--- src/hdl/lpc_pkg.sv ---
// ----------------------------------------------------------------------------
// lpc_pkg
// Shared types, character codes and the column formatting step of the line
// printer canonicalizer.
// ----------------------------------------------------------------------------
package lpc_pkg;

  localparam int unsigned COLUMN_LIMIT = 1000;
  localparam int unsigned TAB_STOP     = 8;
  localparam int unsigned MAX_RES      = 6;
  localparam int unsigned COL_W        = 10;
  localparam int unsigned CNT_W        = 3;

  // operating modes; code 3 runs as canonical
  localparam logic [1:0] MODE_RAW   = 2'd0;
  localparam logic [1:0] MODE_CANON = 2'd1;
  localparam logic [1:0] MODE_CAP   = 2'd2;

  // register indexes
  localparam logic [1:0] REG_MODE    = 2'd0;
  localparam logic [1:0] REG_MAX_COL = 2'd1;

  localparam logic [1:0]       MODE_RST    = MODE_CANON;
  localparam logic [COL_W-1:0] MAX_COL_RST = 10'd132;

  // character codes
  localparam logic [7:0] CH_BS     = 8'h08;
  localparam logic [7:0] CH_TAB    = 8'h09;
  localparam logic [7:0] CH_LF     = 8'h0A;
  localparam logic [7:0] CH_FF     = 8'h0C;
  localparam logic [7:0] CH_CR     = 8'h0D;
  localparam logic [7:0] CH_SP     = 8'h20;
  localparam logic [7:0] CH_BANG   = 8'h21;
  localparam logic [7:0] CH_QUOTE  = 8'h27;
  localparam logic [7:0] CH_LPAREN = 8'h28;
  localparam logic [7:0] CH_RPAREN = 8'h29;
  localparam logic [7:0] CH_DASH   = 8'h2D;
  localparam logic [7:0] CH_CARET  = 8'h5E;
  localparam logic [7:0] CH_GRAVE  = 8'h60;
  localparam logic [7:0] CH_LOW_A  = 8'h61;
  localparam logic [7:0] CH_LOW_Z  = 8'h7A;
  localparam logic [7:0] CH_LBRACE = 8'h7B;
  localparam logic [7:0] CH_VBAR   = 8'h7C;
  localparam logic [7:0] CH_RBRACE = 8'h7D;
  localparam logic [7:0] CH_TILDE  = 8'h7E;
  localparam logic [7:0] CASE_DIFF = 8'h20;

  typedef struct packed {
    logic [COL_W-1:0] lc;
    logic [COL_W-1:0] pc;
    logic             top;
  } col_state_t;

  typedef struct packed {
    logic [7:0]       data;
    logic [COL_W-1:0] rep;
  } res_t;

  typedef struct packed {
    col_state_t       st;
    logic             cr;
    logic             sp;
    logic [COL_W-1:0] sp_cnt;
    logic             ch;
    logic [7:0]       chr;
  } canon_res_t;

  typedef struct packed {
    res_t [2:0] ent;
    logic [1:0] cnt;
  } res3_t;

  typedef struct packed {
    res_t [MAX_RES-1:0] ent;
    logic [CNT_W-1:0]   cnt;
  } res_list_t;

  // One canonical step: column motion plus up to CR, space run, character.
  function automatic canon_res_t canon_step(col_state_t st, logic [7:0] c,
                                            logic [COL_W-1:0] max_col);
    canon_res_t       r;
    logic [COL_W:0]   lc;
    logic [COL_W-1:0] pc;
    r     = '0;
    lc    = {1'b0, st.lc};
    pc    = st.pc;
    r.st.top = st.top;
    case (c)
      CH_SP: begin
        lc = lc + 11'd1;
      end
      CH_TAB: begin
        lc = lc - (lc % 11'(TAB_STOP)) + 11'(TAB_STOP);
      end
      CH_FF: begin
        if (!(st.top && pc == '0)) begin
          r.ch     = 1'b1;
          r.chr    = c;
          r.st.top = 1'b1;
          pc       = '0;
          lc       = '0;
        end
      end
      CH_LF: begin
        r.ch     = 1'b1;
        r.chr    = c;
        r.st.top = 1'b0;
        lc       = '0;
      end
      CH_CR: begin
        lc = '0;
      end
      CH_BS: begin
        if (lc != '0) lc = lc - 11'd1;
      end
      default: begin
        // head past target: return carriage first
        if (lc < {1'b0, pc}) begin
          r.cr = 1'b1;
          pc   = '0;
        end
        if (lc < {1'b0, max_col}) begin
          if (lc > {1'b0, pc}) begin
            r.sp     = 1'b1;
            r.sp_cnt = lc[COL_W-1:0] - pc;
            pc       = lc[COL_W-1:0];
          end
          r.ch  = 1'b1;
          r.chr = c;
          pc    = pc + 10'd1;
        end
        lc = lc + 11'd1;
      end
    endcase
    if (lc > 11'(COLUMN_LIMIT)) lc = 11'(COLUMN_LIMIT);
    r.st.lc = lc[COL_W-1:0];
    r.st.pc = pc;
    return r;
  endfunction

  // Compact the emitted pieces of one step in order.
  function automatic res3_t pack_canon(canon_res_t r);
    res3_t p;
    p = '0;
    if (r.cr) begin
      p.ent[p.cnt] = '{data: CH_CR, rep: 10'd1};
      p.cnt = p.cnt + 2'd1;
    end
    if (r.sp) begin
      p.ent[p.cnt] = '{data: CH_SP, rep: r.sp_cnt};
      p.cnt = p.cnt + 2'd1;
    end
    if (r.ch) begin
      p.ent[p.cnt] = '{data: r.chr, rep: 10'd1};
      p.cnt = p.cnt + 2'd1;
    end
    return p;
  endfunction

  // Overstrike substitute in cap mode, zero when the character has none.
  function automatic logic [7:0] cap_sub(logic [7:0] c);
    logic [7:0] s;
    case (c)
      CH_LBRACE: s = CH_LPAREN;
      CH_RBRACE: s = CH_RPAREN;
      CH_GRAVE:  s = CH_QUOTE;
      CH_VBAR:   s = CH_BANG;
      CH_TILDE:  s = CH_CARET;
      default:   s = 8'h00;
    endcase
    return s;
  endfunction

  function automatic logic [7:0] to_upper(logic [7:0] c);
    logic [7:0] u;
    u = c;
    if (c >= CH_LOW_A && c <= CH_LOW_Z) u = c - CASE_DIFF;
    return u;
  endfunction

endpackage

--- src/hdl/lpc_cfg.sv ---
// ----------------------------------------------------------------------------
// lpc_cfg
// Configuration registers: operating mode and printable column count.
// ----------------------------------------------------------------------------
module lpc_cfg (
  input  logic                       clk,
  input  logic                       rst_n,
  input  logic                       cfg_valid,
  output logic                       cfg_ready,
  input  logic [1:0]                 cfg_index,
  input  logic [lpc_pkg::COL_W-1:0]  cfg_data,
  output logic [1:0]                 mode,
  output logic [lpc_pkg::COL_W-1:0]  max_col
);

  logic [1:0]                mode_r;
  logic [lpc_pkg::COL_W-1:0] max_col_r;

  assign cfg_ready = 1'b1;

  always_ff @(posedge clk) begin
    if (!rst_n) begin
      mode_r    <= lpc_pkg::MODE_RST;
      max_col_r <= lpc_pkg::MAX_COL_RST;
    end else if (cfg_valid) begin
      case (cfg_index)
        lpc_pkg::REG_MODE:    mode_r    <= cfg_data[1:0];
        lpc_pkg::REG_MAX_COL: max_col_r <= cfg_data;
        default: ;
      endcase
    end
  end

  assign mode    = mode_r;
  assign max_col = max_col_r;

endmodule

--- src/hdl/lpc_fmt.sv ---
// ----------------------------------------------------------------------------
// lpc_fmt
// Column state and the single-pass formatter that turns one character into
// an ordered list of up to six printer results.
// ----------------------------------------------------------------------------
module lpc_fmt (
  input  logic                      clk,
  input  logic                      rst_n,
  input  logic                      in_fire,
  input  logic [7:0]                char_in,
  input  logic [1:0]                mode,
  input  logic [lpc_pkg::COL_W-1:0] max_col,
  output lpc_pkg::res_list_t        res_list
);

  lpc_pkg::col_state_t st_r, st_nxt;
  lpc_pkg::canon_res_t r_dash, r_bs, r_main;
  lpc_pkg::col_state_t main_in;
  lpc_pkg::res3_t      p_dash, p_main;
  logic [7:0]          sub;
  logic                has_sub;
  logic [7:0]          chr_eff;
  logic [2:0]          j;

  always_comb begin
    sub     = lpc_pkg::cap_sub(char_in);
    has_sub = (mode == lpc_pkg::MODE_CAP) && (sub != 8'h00);
    if (mode == lpc_pkg::MODE_CAP) begin
      chr_eff = has_sub ? sub : lpc_pkg::to_upper(char_in);
    end else begin
      chr_eff = char_in;
    end
    // overstrike: dash, back up one column, then the substitute
    r_dash  = lpc_pkg::canon_step(st_r, lpc_pkg::CH_DASH, max_col);
    r_bs    = lpc_pkg::canon_step(r_dash.st, lpc_pkg::CH_BS, max_col);
    main_in = has_sub ? r_bs.st : st_r;
    r_main  = lpc_pkg::canon_step(main_in, chr_eff, max_col);
    p_dash  = has_sub ? lpc_pkg::pack_canon(r_dash) : '0;
    p_main  = lpc_pkg::pack_canon(r_main);
  end

  always_comb begin
    res_list = '0;
    j        = '0;
    if (mode == lpc_pkg::MODE_RAW) begin
      res_list.ent[0] = '{data: char_in, rep: 10'd1};
      res_list.cnt    = 3'd1;
      st_nxt          = st_r;
    end else begin
      for (int i = 0; i < lpc_pkg::MAX_RES; i++) begin
        j = 3'(i) - {1'b0, p_dash.cnt};
        if (3'(i) < {1'b0, p_dash.cnt}) begin
          res_list.ent[i] = p_dash.ent[i % 3];
        end else if (j < {1'b0, p_main.cnt}) begin
          res_list.ent[i] = p_main.ent[j[1:0]];
        end
      end
      res_list.cnt = {1'b0, p_dash.cnt} + {1'b0, p_main.cnt};
      st_nxt       = r_main.st;
    end
  end

  always_ff @(posedge clk) begin
    if (!rst_n) begin
      st_r <= '{lc: '0, pc: '0, top: 1'b1};
    end else if (in_fire) begin
      st_r <= st_nxt;
    end
  end

endmodule

--- src/hdl/lpc_seq.sv ---
// ----------------------------------------------------------------------------
// lpc_seq
// Result queue: loads a formatted list and drains it one beat per ready cycle.
// ----------------------------------------------------------------------------
module lpc_seq (
  input  logic                      clk,
  input  logic                      rst_n,
  input  logic                      in_valid,
  output logic                      in_ready,
  input  lpc_pkg::res_list_t        res_list,
  output logic                      out_valid,
  input  logic                      out_ready,
  output lpc_pkg::res_t             out_res,
  output logic                      out_last
);

  lpc_pkg::res_t [lpc_pkg::MAX_RES-1:0] q_r, q_nxt;
  logic [lpc_pkg::CNT_W-1:0]            cnt_r, cnt_nxt;
  logic                                 pop;
  logic                                 load;

  assign out_valid = (cnt_r != '0);
  assign pop       = out_valid && out_ready;
  // take a new item once the last queued beat leaves
  assign in_ready  = (cnt_r == '0) || (cnt_r == 3'd1 && out_ready);
  assign load      = in_valid && in_ready;

  always_comb begin
    q_nxt   = q_r;
    cnt_nxt = cnt_r;
    if (load) begin
      q_nxt   = res_list.ent;
      cnt_nxt = res_list.cnt;
    end else if (pop) begin
      for (int i = 0; i < lpc_pkg::MAX_RES - 1; i++) q_nxt[i] = q_r[i+1];
      cnt_nxt = cnt_r - 3'd1;
    end
  end

  always_ff @(posedge clk) begin
    if (!rst_n) begin
      cnt_r <= '0;
    end else begin
      cnt_r <= cnt_nxt;
    end
  end

  always_ff @(posedge clk) begin
    q_r <= q_nxt;
  end

  assign out_res  = q_r[0];
  assign out_last = (cnt_r == 3'd1);

endmodule

--- src/hdl/line_printer_canonicalizer.sv ---
// ----------------------------------------------------------------------------
// line_printer_canonicalizer
// The first result of an item is valid in the cycle after acceptance. One item
// per cycle while each gives at most one result and out_ready is high; an item
// with more results holds the next until its last result has left the queue,
// which sends one beat per cycle while out_ready is high. Reset (synchronous):
// columns zero, top of page set, canonical mode, 132 columns, queue empty.
// ----------------------------------------------------------------------------
module line_printer_canonicalizer (
  input  logic                      clk,
  input  logic                      rst_n,
  input  logic                      in_valid,
  output logic                      in_ready,
  input  logic [7:0]                in_char_in,
  output logic                      out_valid,
  input  logic                      out_ready,
  output logic [7:0]                out_byte,
  output logic [lpc_pkg::COL_W-1:0] out_repeat_count,
  output logic                      out_last_of_run,
  input  logic                      cfg_valid,
  output logic                      cfg_ready,
  input  logic [1:0]                cfg_index,
  input  logic [lpc_pkg::COL_W-1:0] cfg_data
);

  logic [1:0]                mode;
  logic [lpc_pkg::COL_W-1:0] max_col;
  lpc_pkg::res_list_t        res_list;
  lpc_pkg::res_t             out_res;
  logic                      in_fire;

  assign in_fire = in_valid && in_ready;

  lpc_cfg u_cfg (
    .clk       (clk),
    .rst_n     (rst_n),
    .cfg_valid (cfg_valid),
    .cfg_ready (cfg_ready),
    .cfg_index (cfg_index),
    .cfg_data  (cfg_data),
    .mode      (mode),
    .max_col   (max_col)
  );

  lpc_fmt u_fmt (
    .clk      (clk),
    .rst_n    (rst_n),
    .in_fire  (in_fire),
    .char_in  (in_char_in),
    .mode     (mode),
    .max_col  (max_col),
    .res_list (res_list)
  );

  lpc_seq u_seq (
    .clk       (clk),
    .rst_n     (rst_n),
    .in_valid  (in_valid),
    .in_ready  (in_ready),
    .res_list  (res_list),
    .out_valid (out_valid),
    .out_ready (out_ready),
    .out_res   (out_res),
    .out_last  (out_last_of_run)
  );

  assign out_byte         = out_res.data;
  assign out_repeat_count = out_res.rep;

endmodule

--- config.mk ---
export PLATFORM = sky130hd
export DESIGN_NAME = line_printer_canonicalizer
export DESIGN_NICKNAME = d
export VERILOG_FILES = /design/src/hdl/lpc_pkg.sv /design/src/hdl/lpc_cfg.sv /design/src/hdl/lpc_fmt.sv /design/src/hdl/lpc_seq.sv /design/src/hdl/line_printer_canonicalizer.sv
export SDC_FILE = /design/constraint.sdc
export NUM_CORES = 1
export LEC_CHECK = 0
export ABC_AREA = 1
export BUFFER_PORTS_ARGS = -buffer_cell sky130_fd_sc_hd__buf_4
export CORE_MARGIN = 2
export CORE_UTILIZATION = 35
export CTS_BUF_LIST = sky130_fd_sc_hd__clkbuf_16
export CTS_CLUSTER_DIAMETER = 120
export DETAILED_ROUTE_END_ITERATION = 8
export PLACE_DENSITY = 0.49
export SETUP_SLACK_MARGIN = 0.02
export SLEW_MARGIN = 5
export SYNTH_ARGS = -nofsm -noshare
export SYNTH_HDL_FRONTEND = slang
export SYNTH_SLANG_ARGS = --single-unit
--- constraint.sdc ---
create_clock -name clk -period 10.6 [get_ports clk]
set_clock_uncertainty 0.15 [all_clocks]
set_input_delay 2.12 -clock clk [delete_from_list [all_inputs] [get_ports clk]]
set_output_delay 2.12 -clock clk [all_outputs]
set_load 0.05 [all_outputs]
==> metrics list, run 1 <==
- Outcome: completed
- Once detail routing completed, the nets flagged for antenna violations numbered 0.
- Post-CTS setup-driven buffer insertion count: 0
* Seq/Total Area, Yosys: 0.294
* Starting DRC count in detailed routing: about 1100
- The min-delay analysis places its worst path in the category register to register.
- Kind of launch point of the worst setup path: register
- Counting along the longest clock path gives a buffer depth of 2.
- Relative to the synthesized area, the layout overhead comes to 11.0%.
- Combined area of all synthesized cells: 13500 sq um
* Most common cell on crit path: sky130_fd_sc_hd__inv_1
* Vias: roughly 13000
* CTS tree: done
* MaxCap Viol Count: 0
- Average vias per placed instance: 5.21
- Maximum level of the CTS H-tree: 4
* First-pass iteration count of the detailed router: 6
- The worst setup path is captured at a register.
- Across every metal layer, demand over resource in global routing totals 0.229.
* Arrival time reported for the critical path endpoint: ~9.7 ns
- Clock-pin slew was measured on the worst setup and hold paths at 0.06 ns.
* Share of cells above drive strength 1: 0.0967
- The floorplan step set the die height to about 200 um.
* Antenna Cells: 0
- The largest individual stage delay along the critical path comes from the cell sky130_fd_sc_hd__fa_1.
- The synthesized-area fraction occupied by ao, oa, aoi and oai cells was 0.143.
* EDFF count, synth: 108
* Vias in the first global route: 12478
- HPWL reported at the end of detailed placement: 35000 um
- In the synthesized netlist, the number of instances is 2002.
- Of all nets on the critical path, the largest fanout is 15.
- Nets in the synthesized netlist: ~2100
* PortBufs: 45
* Sum of routed wire length over all layers: 46000 um
* Setup_tns: 0 ns
- At the end of routability-driven placement, the weighted congestion stood at 0.917.
- Fraction of registers with async set or reset after synthesis: 0
* Setup-failing EPs final: 0
- The number of max-slew violations in the final report is 0.
- Placement Rows: 71
- Adder and majority gate portion of the synthesized area: 0.106
- The number of hold violations in the final report was 0.
* Synth Flop Type: sky130_fd_sc_hd__edfxtp_1
- The core region is 37800 sq um.
- After filler insertion, the fill cell instance count of the layout stands at 4075.
- Root buffer selected by CTS: sky130_fd_sc_hd__clkbuf_16
- Of the total synthesized cell area, the portion taken by XOR and XNOR cells is 0.00715.
* Initial antenna violation count: 0
- Static timing analysis puts the maximum clock frequency at approximately 0.10 GHz.
* Simple-gate area share of the yosys netlist: 0.349
- Slew headroom: 0.300
- Routed wire length per instance: 18.1 um
- By startpoint and endpoint, the worst setup path is classified as register to register.
* Number of warnings printed during yosys synthesis: 0
- For this run, the post-layout net count is 2161.
- In this run, synthesis produced a sequential element count of 144.
- Global-route congestion overflow total: 0
- Combined area of the multi-input logic cells: 8200 sq um
* Register area: about 4000 sq um
* Sink count of the clock tree: roughly 140
* Gates resized, CTS repair: 0
- Setup repair after global routing left no endpoint under its margin.
* Drt drc: 0
* Share of synthesized area spent on multiplexers: 0.000743
- The first global-routing pass estimated 72000 um of wire.
- The die covers 40100 sq um.
* Hold bufs inserted after CTS: 0
* Initial core utilization: 0.357
- Required time reported for the critical path endpoint: 10.64 ns
* X dimension of the die: between 200 and 250 um
* CP max stage delay: approximately 0.44 ns
- For the pin with the worst max-slew slack, the measured transition is 1.05 ns.
- Measured on the finished design, the core utilization comes to 0.396.
- For the finished layout, the period the worst path requires is 9.67 ns.
* Post-synth cell types: 61
- Final critical-path share of the clock period: 0.912
- In this run, CTS created clock tree buffers numbering 17.
- Mean instance size in the synthesized netlist: just under 7 sq um
- The clock reaches the later pin of the worst-skew pair after 0.44 ns.
- Main combinational cell family by area after synthesis: simple AND/OR/NAND/NOR gates
- 47 I/O pins were placed.
- Maximum number of pins on one net before global-route repair: 53
cells by family after synthesis:
group / count (synthesis)
other: 1
XOR/XNOR: 11
AO/OA/AOI/OAI: 340
buffers and inverters: 325
flip-flops: 144
AND/OR/NAND/NOR: 1069
multiplexers: 1
adder cells (fa/ha/maj): 111
cells in the final DEF (no fill, tap or decap), drive strengths merged, types with 3 or more instances in the layout:
| cell | synthesis | routed |
|---|---|---|
| nand3 | 196 | 196 |
| o221ai | 3 | 3 |
| nor3b | 3 | 3 |
| nor2 | 194 | 194 |
| a221oi | 4 | 4 |
| dfxtp | 36 | 36 |
| inv | 243 | 248 |
| xor2 | 8 | 8 |
| xnor2 | 3 | 3 |
| clkinv | 2 | 7 |
| bufinv | 0 | 3 |
| a31oi | 4 | 4 |
| ha | 106 | 106 |
| clkbuf | 38 | 17 |
| o31ai | 3 | 3 |
| nor3 | 24 | 24 |
| a32o | 3 | 3 |
| o21bai | 8 | 8 |
| a21oi | 132 | 132 |
| o211ai | 21 | 21 |
| or2 | 11 | 11 |
| nand3b | 6 | 6 |
| edfxtp | 108 | 108 |
| fa | 5 | 5 |
| buf | 42 | 84 |
| a211oi | 4 | 4 |
| o21ai | 142 | 142 |
| nand4 | 34 | 34 |
| nand2 | 597 | 597 |
| o21a | 4 | 4 |
stage by stage:
stage	hold slack [ns]	setup slack [ns]	std cells	area (sq um)
2_1_floorplan	0.295	0.778	2002	13500
3_3_place_gp	0.311	0.416	2517	14300
3_5_place_dp	0.314	0.318	2517	14300
4_1_cts	0.324	0.271	2549	14900
5_1_grt	0.371	0.0718	2549	14900
6_report	0.322	0.934	2549	14900
worst max-delay path, delay by kind of cell, from the launching register on:
kind	cells	cell delay [ns]
flip-flops	1	0.42
adder cells (fa/ha/maj)	9	2.47
AND/OR/NAND/NOR	30	3.38
buffers and inverters	17	1.81
AO/OA/AOI/OAI	6	1.18
routing by layer:
metal	vias to the layer above	GRT usage	share of wire
li1	6689	-	-
met1	6169	0.335	0.49
met2	371	0.353	0.43
met3	61	0.0288	0.053
met4	0	0.0637	0.022
met5	-	0	0
cells in the mapped netlist, types with 6 or more instances:
cell | number | share of area
sky130_fd_sc_hd__nand4_1 | 32 | 0.015
sky130_fd_sc_hd__nand3b_1 | 6 | 0.0033
sky130_fd_sc_hd__nand2_4 | 10 | 0.0084
sky130_fd_sc_hd__nand3_1 | 187 | 0.069
sky130_fd_sc_hd__nand3_2 | 8 | 0.0059
sky130_fd_sc_hd__nor2_2 | 8 | 0.0037
sky130_fd_sc_hd__dfxtp_1 | 36 | 0.053
sky130_fd_sc_hd__buf_4 | 24 | 0.013
sky130_fd_sc_hd__inv_1 | 234 | 0.065
sky130_fd_sc_hd__edfxtp_1 | 108 | 0.24
sky130_fd_sc_hd__a21oi_1 | 130 | 0.048
sky130_fd_sc_hd__ha_1 | 106 | 0.098
sky130_fd_sc_hd__nand2_1 | 577 | 0.16
sky130_fd_sc_hd__nor2_1 | 181 | 0.050
sky130_fd_sc_hd__inv_2 | 8 | 0.0022
sky130_fd_sc_hd__nand2_2 | 10 | 0.0046
sky130_fd_sc_hd__nor3_1 | 20 | 0.0074
sky130_fd_sc_hd__clkbuf_1 | 38 | 0.011
sky130_fd_sc_hd__o211ai_1 | 20 | 0.011
sky130_fd_sc_hd__xor2_1 | 8 | 0.0052
sky130_fd_sc_hd__or2_2 | 11 | 0.0051
sky130_fd_sc_hd__o21bai_1 | 8 | 0.0045
sky130_fd_sc_hd__buf_1 | 10 | 0.0028
sky130_fd_sc_hd__o21ai_1 | 39 | 0.014
sky130_fd_sc_hd__o21ai_0 | 100 | 0.037
layout make-up:
cell class	instances	area share
Sequential cell	144	0.265
Clock buffer	17	0.0285
Multi-Input combinational cell	1533	0.549
Tap cell	511	0.0428
Inverter	245	0.0621
Timing Repair Buffer	84	0.0422
Clock inverter	15	0.0105
sequential cells by signal, summed over array words and instances, names as in the netlist:
signal / cells
u_seq.out_res: 18
u_fmt.st_r: 20
u_seq.cnt_r: 3
u_cfg.mode: 2
u_cfg.max_col: 10
u_fmt.r_bs: 1
u_seq.q_r: 90
path summary, 6_finish.rpt:
check	start	to	cells after the start	slack [ns]
worst max register to register	u_fmt.st_r[5]$_SDFFE_PN0P_	u_seq.q_r[72]$_DFFE_PP_	62	0.93
worst min register to register	u_cfg.mode[1]$_SDFFE_PN0P_	u_cfg.mode[1]$_SDFFE_PN0P_	2	0.32
worst max-delay path	u_fmt.st_r[5]$_SDFFE_PN0P_	u_seq.q_r[72]$_DFFE_PP_	62	0.93
worst min-delay path	u_cfg.mode[1]$_SDFFE_PN0P_	u_cfg.mode[1]$_SDFFE_PN0P_	2	0.32
Power of run 1 is left out: the tool's default activity adds up to more than one toggle a clock period on the data nets, which glitch-free logic cannot reach.
==> run 2, diff against run 1 <==
--- a/config.mk
+++ b/config.mk
@@ -12,7 +12,8 @@
 export CTS_BUF_LIST = sky130_fd_sc_hd__clkbuf_16
 export CTS_CLUSTER_DIAMETER = 120
 export DETAILED_ROUTE_END_ITERATION = 8
-export PLACE_DENSITY = 0.49
+export PLACE_DENSITY_LB_ADDON = 0.25
+export REMOVE_ABC_BUFFERS = 1
 export SETUP_SLACK_MARGIN = 0.02
 export SLEW_MARGIN = 5
 export SYNTH_ARGS = -nofsm -noshare
==> metrics list, run 2 (synthesized netlist as in run 1, its figures left out) <==
- Outcome: completed (unchanged)
- Worst reg2reg path depth: 58 (was 62)
- The number of buffers on the longest clock path came to 2 (unchanged).
- The data arrival at the endpoint of the critical path came to 9.88 ns (was 9.71 ns).
* Fill cell count: 3992 (was 4075)
- Cell with the biggest individual delay on the critical path: sky130_fd_sc_hd__nand2_1 (was sky130_fd_sc_hd__fa_1)
- Setup_tns: 0 ns (unchanged)
- Placement Rows: 71 (unchanged)
* Number of antenna-violating nets in the routed design: 0 (unchanged)
- Floorplan core area: 37800 sq um (unchanged)
* Area enclosed by the die boundary: 40100 sq um (unchanged)
- Average vias per placed instance: 5.32 (was 5.21)
- Number of top-level design ports: 47 (unchanged)
* Hold WC Path Type: register to register (unchanged)
* Worst Hold Path EP: u_cfg.mode[1]$_SDFFE_PN0P_ (unchanged)
- The number of global-route vias before repair is 12723 (was 12478).
- Share of cells above drive strength 1: 0.0944 (was 0.0967)
* Maximum fanout along the worst path: 15 (unchanged)
- First-pass iteration count of the detailed router: 6 (unchanged)
- Global-route congestion overflow total: 0 (unchanged)
* Post-CTS setup-driven buffer insertion count: 0 (unchanged)
- The number of flip-flops in the largest register was 90 (unchanged).
- Final estimated routing congestion in global placement: 0.960 (was 0.917)
- The startpoint type of the worst setup path is a register (unchanged).
- Post-CTS clock slew at the launch and capture registers of the worst setup and hold paths: 0.07 ns (was 0.06 ns)
- The sum of routed wire length over all layers is 44300 um (was 46000 um).
- The critical register-to-register path startpoint was u_fmt.st_r[4]$_SDFFE_PN0P_ (was u_fmt.st_r[5]$_SDFFE_PN0P_).
- Worst Setup End Kind: register (unchanged)
- Most common library cell in the layout ignoring fill and taps: sky130_fd_sc_hd__nand2_1 (unchanged)
* Placed cell area: 14300 sq um (about the same)
- Sink count of the clock tree: 144 (unchanged)
- Slew headroom: 0.306 (was 0.300)
- Final Max Tran Viols: 0 (unchanged)
* Most common cell on crit path: sky130_fd_sc_hd__inv_1 (unchanged)
* Actual slew at the worst max-slew pin: 1.04 ns (was 1.05 ns)
- The overall via count from detail_route was 13546 (was 13290).
- Final hold violations: 0 (unchanged)
- Global-route wire length before repair: 70300 um (was 72000 um)
- Commonest non-fill, non-tap cells in the layout: 574 x sky130_fd_sc_hd__nand2_1, 235 x sky130_fd_sc_hd__inv_1, 187 x sky130_fd_sc_hd__nand3_1 (was 572 x sky130_fd_sc_hd__nand2_1, 238 x sky130_fd_sc_hd__inv_1, 187 x sky130_fd_sc_hd__nand3_1)
* Routed wire length per instance: 17.4 um (was 18.1 um)
- Post-route cell area: 14900 sq um (about the same)
* Height of the die: 200 um (unchanged)
- The origin of the worst min-delay path is u_cfg.mode[1]$_SDFFE_PN0P_ (unchanged).
- The H-tree depth reported by CTS was 4 (unchanged).
- Required time reported for the critical path endpoint: 10.72 ns (was 10.64 ns)
* Overall global routing resource usage: 0.220 (was 0.229)
* Register-to-Register Setup Slack: 0.85 ns (was 0.93 ns)
* Hold bufs inserted after CTS: 0 (unchanged)
- Number of clock buffers inserted by TritonCTS: 17 (unchanged)
- PortBufs: 45 (unchanged)
- Reg2Reg Capture Point: u_seq.q_r[23]$_DFFE_PP_ (was u_seq.q_r[72]$_DFFE_PP_)
* MaxCap Viol Count: 0 (unchanged)
* Starting DRC count in detailed routing: 1700 (was 1125)
- The portion of the clock cycle consumed by the worst path in the final layout came to 0.920 (was 0.912).
- The final antenna diode count was 0 (unchanged).
- Maximum number of pins on one net before global-route repair: 77 (was 53)
- The highest attainable clock frequency is 0.103 GHz (about the same).
- The initial antenna violation count came to 0 (unchanged).
* Root buffer selected by CTS: sky130_fd_sc_hd__clkbuf_16 (unchanged)
- Area grow syn2layout: 10.8% (was 11.0%)
- Register with the most flip-flops: u_seq.q_r (unchanged)
* Time the final worst path needs with I/O delays and setup: 9.75 ns (was 9.67 ns)
* Start-to-end type of the worst setup path: register to register (unchanged)
- HPWL reported at the end of detailed placement: 33000 um (was 35000 um)
- CP max stage delay: 0.53 ns (was 0.44 ns)
- The count of nets after finishing came to 2156 (was 2161).
- Setup repair after global routing missed its margin: false (unchanged)
* Clock latency on the worst-skew pair: 0.45 ns (was 0.44 ns)
- The total setup violations reported at the end of the flow was 0 (unchanged).
- The worst hold path cell count came to 2 (unchanged).
- CTS tree: done (unchanged)
- The floorplan die width is 200 um (unchanged).
- Initial core utilization: 0.357 (unchanged)
- Drt drc: 0 (unchanged)
## run 2: what timing repair did
item	CTS	global route
endpoints found under the hold margin	0	0
resized for setup	0	10
endpoints found under the setup margin	0	105
## run 2: worst max-delay path by stage
stage                                      startpoint  slack [ns]  cells past startpoint                 endpoint
final                      u_fmt.st_r[4]$_SDFFE_PN0P_        0.85                     58  u_seq.q_r[23]$_DFFE_PP_
after global routing       u_fmt.st_r[6]$_SDFFE_PN0P_        0.07                     60  u_seq.q_r[32]$_DFFE_PP_
after CTS                 u_fmt.st_r[16]$_SDFFE_PN0P_        0.35                     61  u_seq.q_r[53]$_DFFE_PP_
after detailed placement  u_fmt.st_r[16]$_SDFFE_PN0P_        0.37                     61  u_seq.q_r[53]$_DFFE_PP_
after global placement    u_fmt.st_r[16]$_SDFFE_PN0P_        0.60                     61  u_seq.q_r[53]$_DFFE_PP_
after floorplan                         in_char_in[6]        1.25                     48  u_seq.q_r[53]$_DFFE_PP_
## run 2: final cells by class
class                           instances  area [sq um]  share of cell area
Sequential cell                       144          3970               0.266
Clock inverter                         15           169              0.0113
Tap cell                              511           639              0.0428
Clock buffer                           17           425              0.0285
Inverter                              245           925              0.0620
Timing Repair Buffer                   79           593              0.0397
Multi-Input combinational cell       1533          8200               0.550
## run 2: per-stage QoR
stage           util  instances  hold WS, ns  setup WS [ns]
6_report       0.395       2544        0.326          0.846
5_1_grt        0.395       2544        0.359         0.0742
4_1_cts        0.394       2544        0.330          0.352
3_5_place_dp   0.379       2512        0.320          0.372
3_3_place_gp   0.379       2512        0.309          0.596
2_1_floorplan      -       1922        0.294           1.25
## run 2: critical path, delay by kind of cell, from the launching register on
family | cells | cell delay [ns]
flip-flops | 1 | 0.42
AND/OR/NAND/NOR | 22 | 2.98
AO/OA/AOI/OAI | 13 | 2.29
adder cells (fa/ha/maj) | 9 | 2.50
buffers and inverters | 14 | 1.21
## run 2: layer usage
metal / global-route usage / vias to the layer above / routed length [um]
met5: 0 / - / 0
met4: 0.0666 / 0 / 1030
met2: 0.345 / 522 / 19600
met1: 0.314 / 6276 / 20700
met3: 0.0309 / 76 / 2900
li1: - / 6672 / -
Power of run 2 is left out for the same reason.
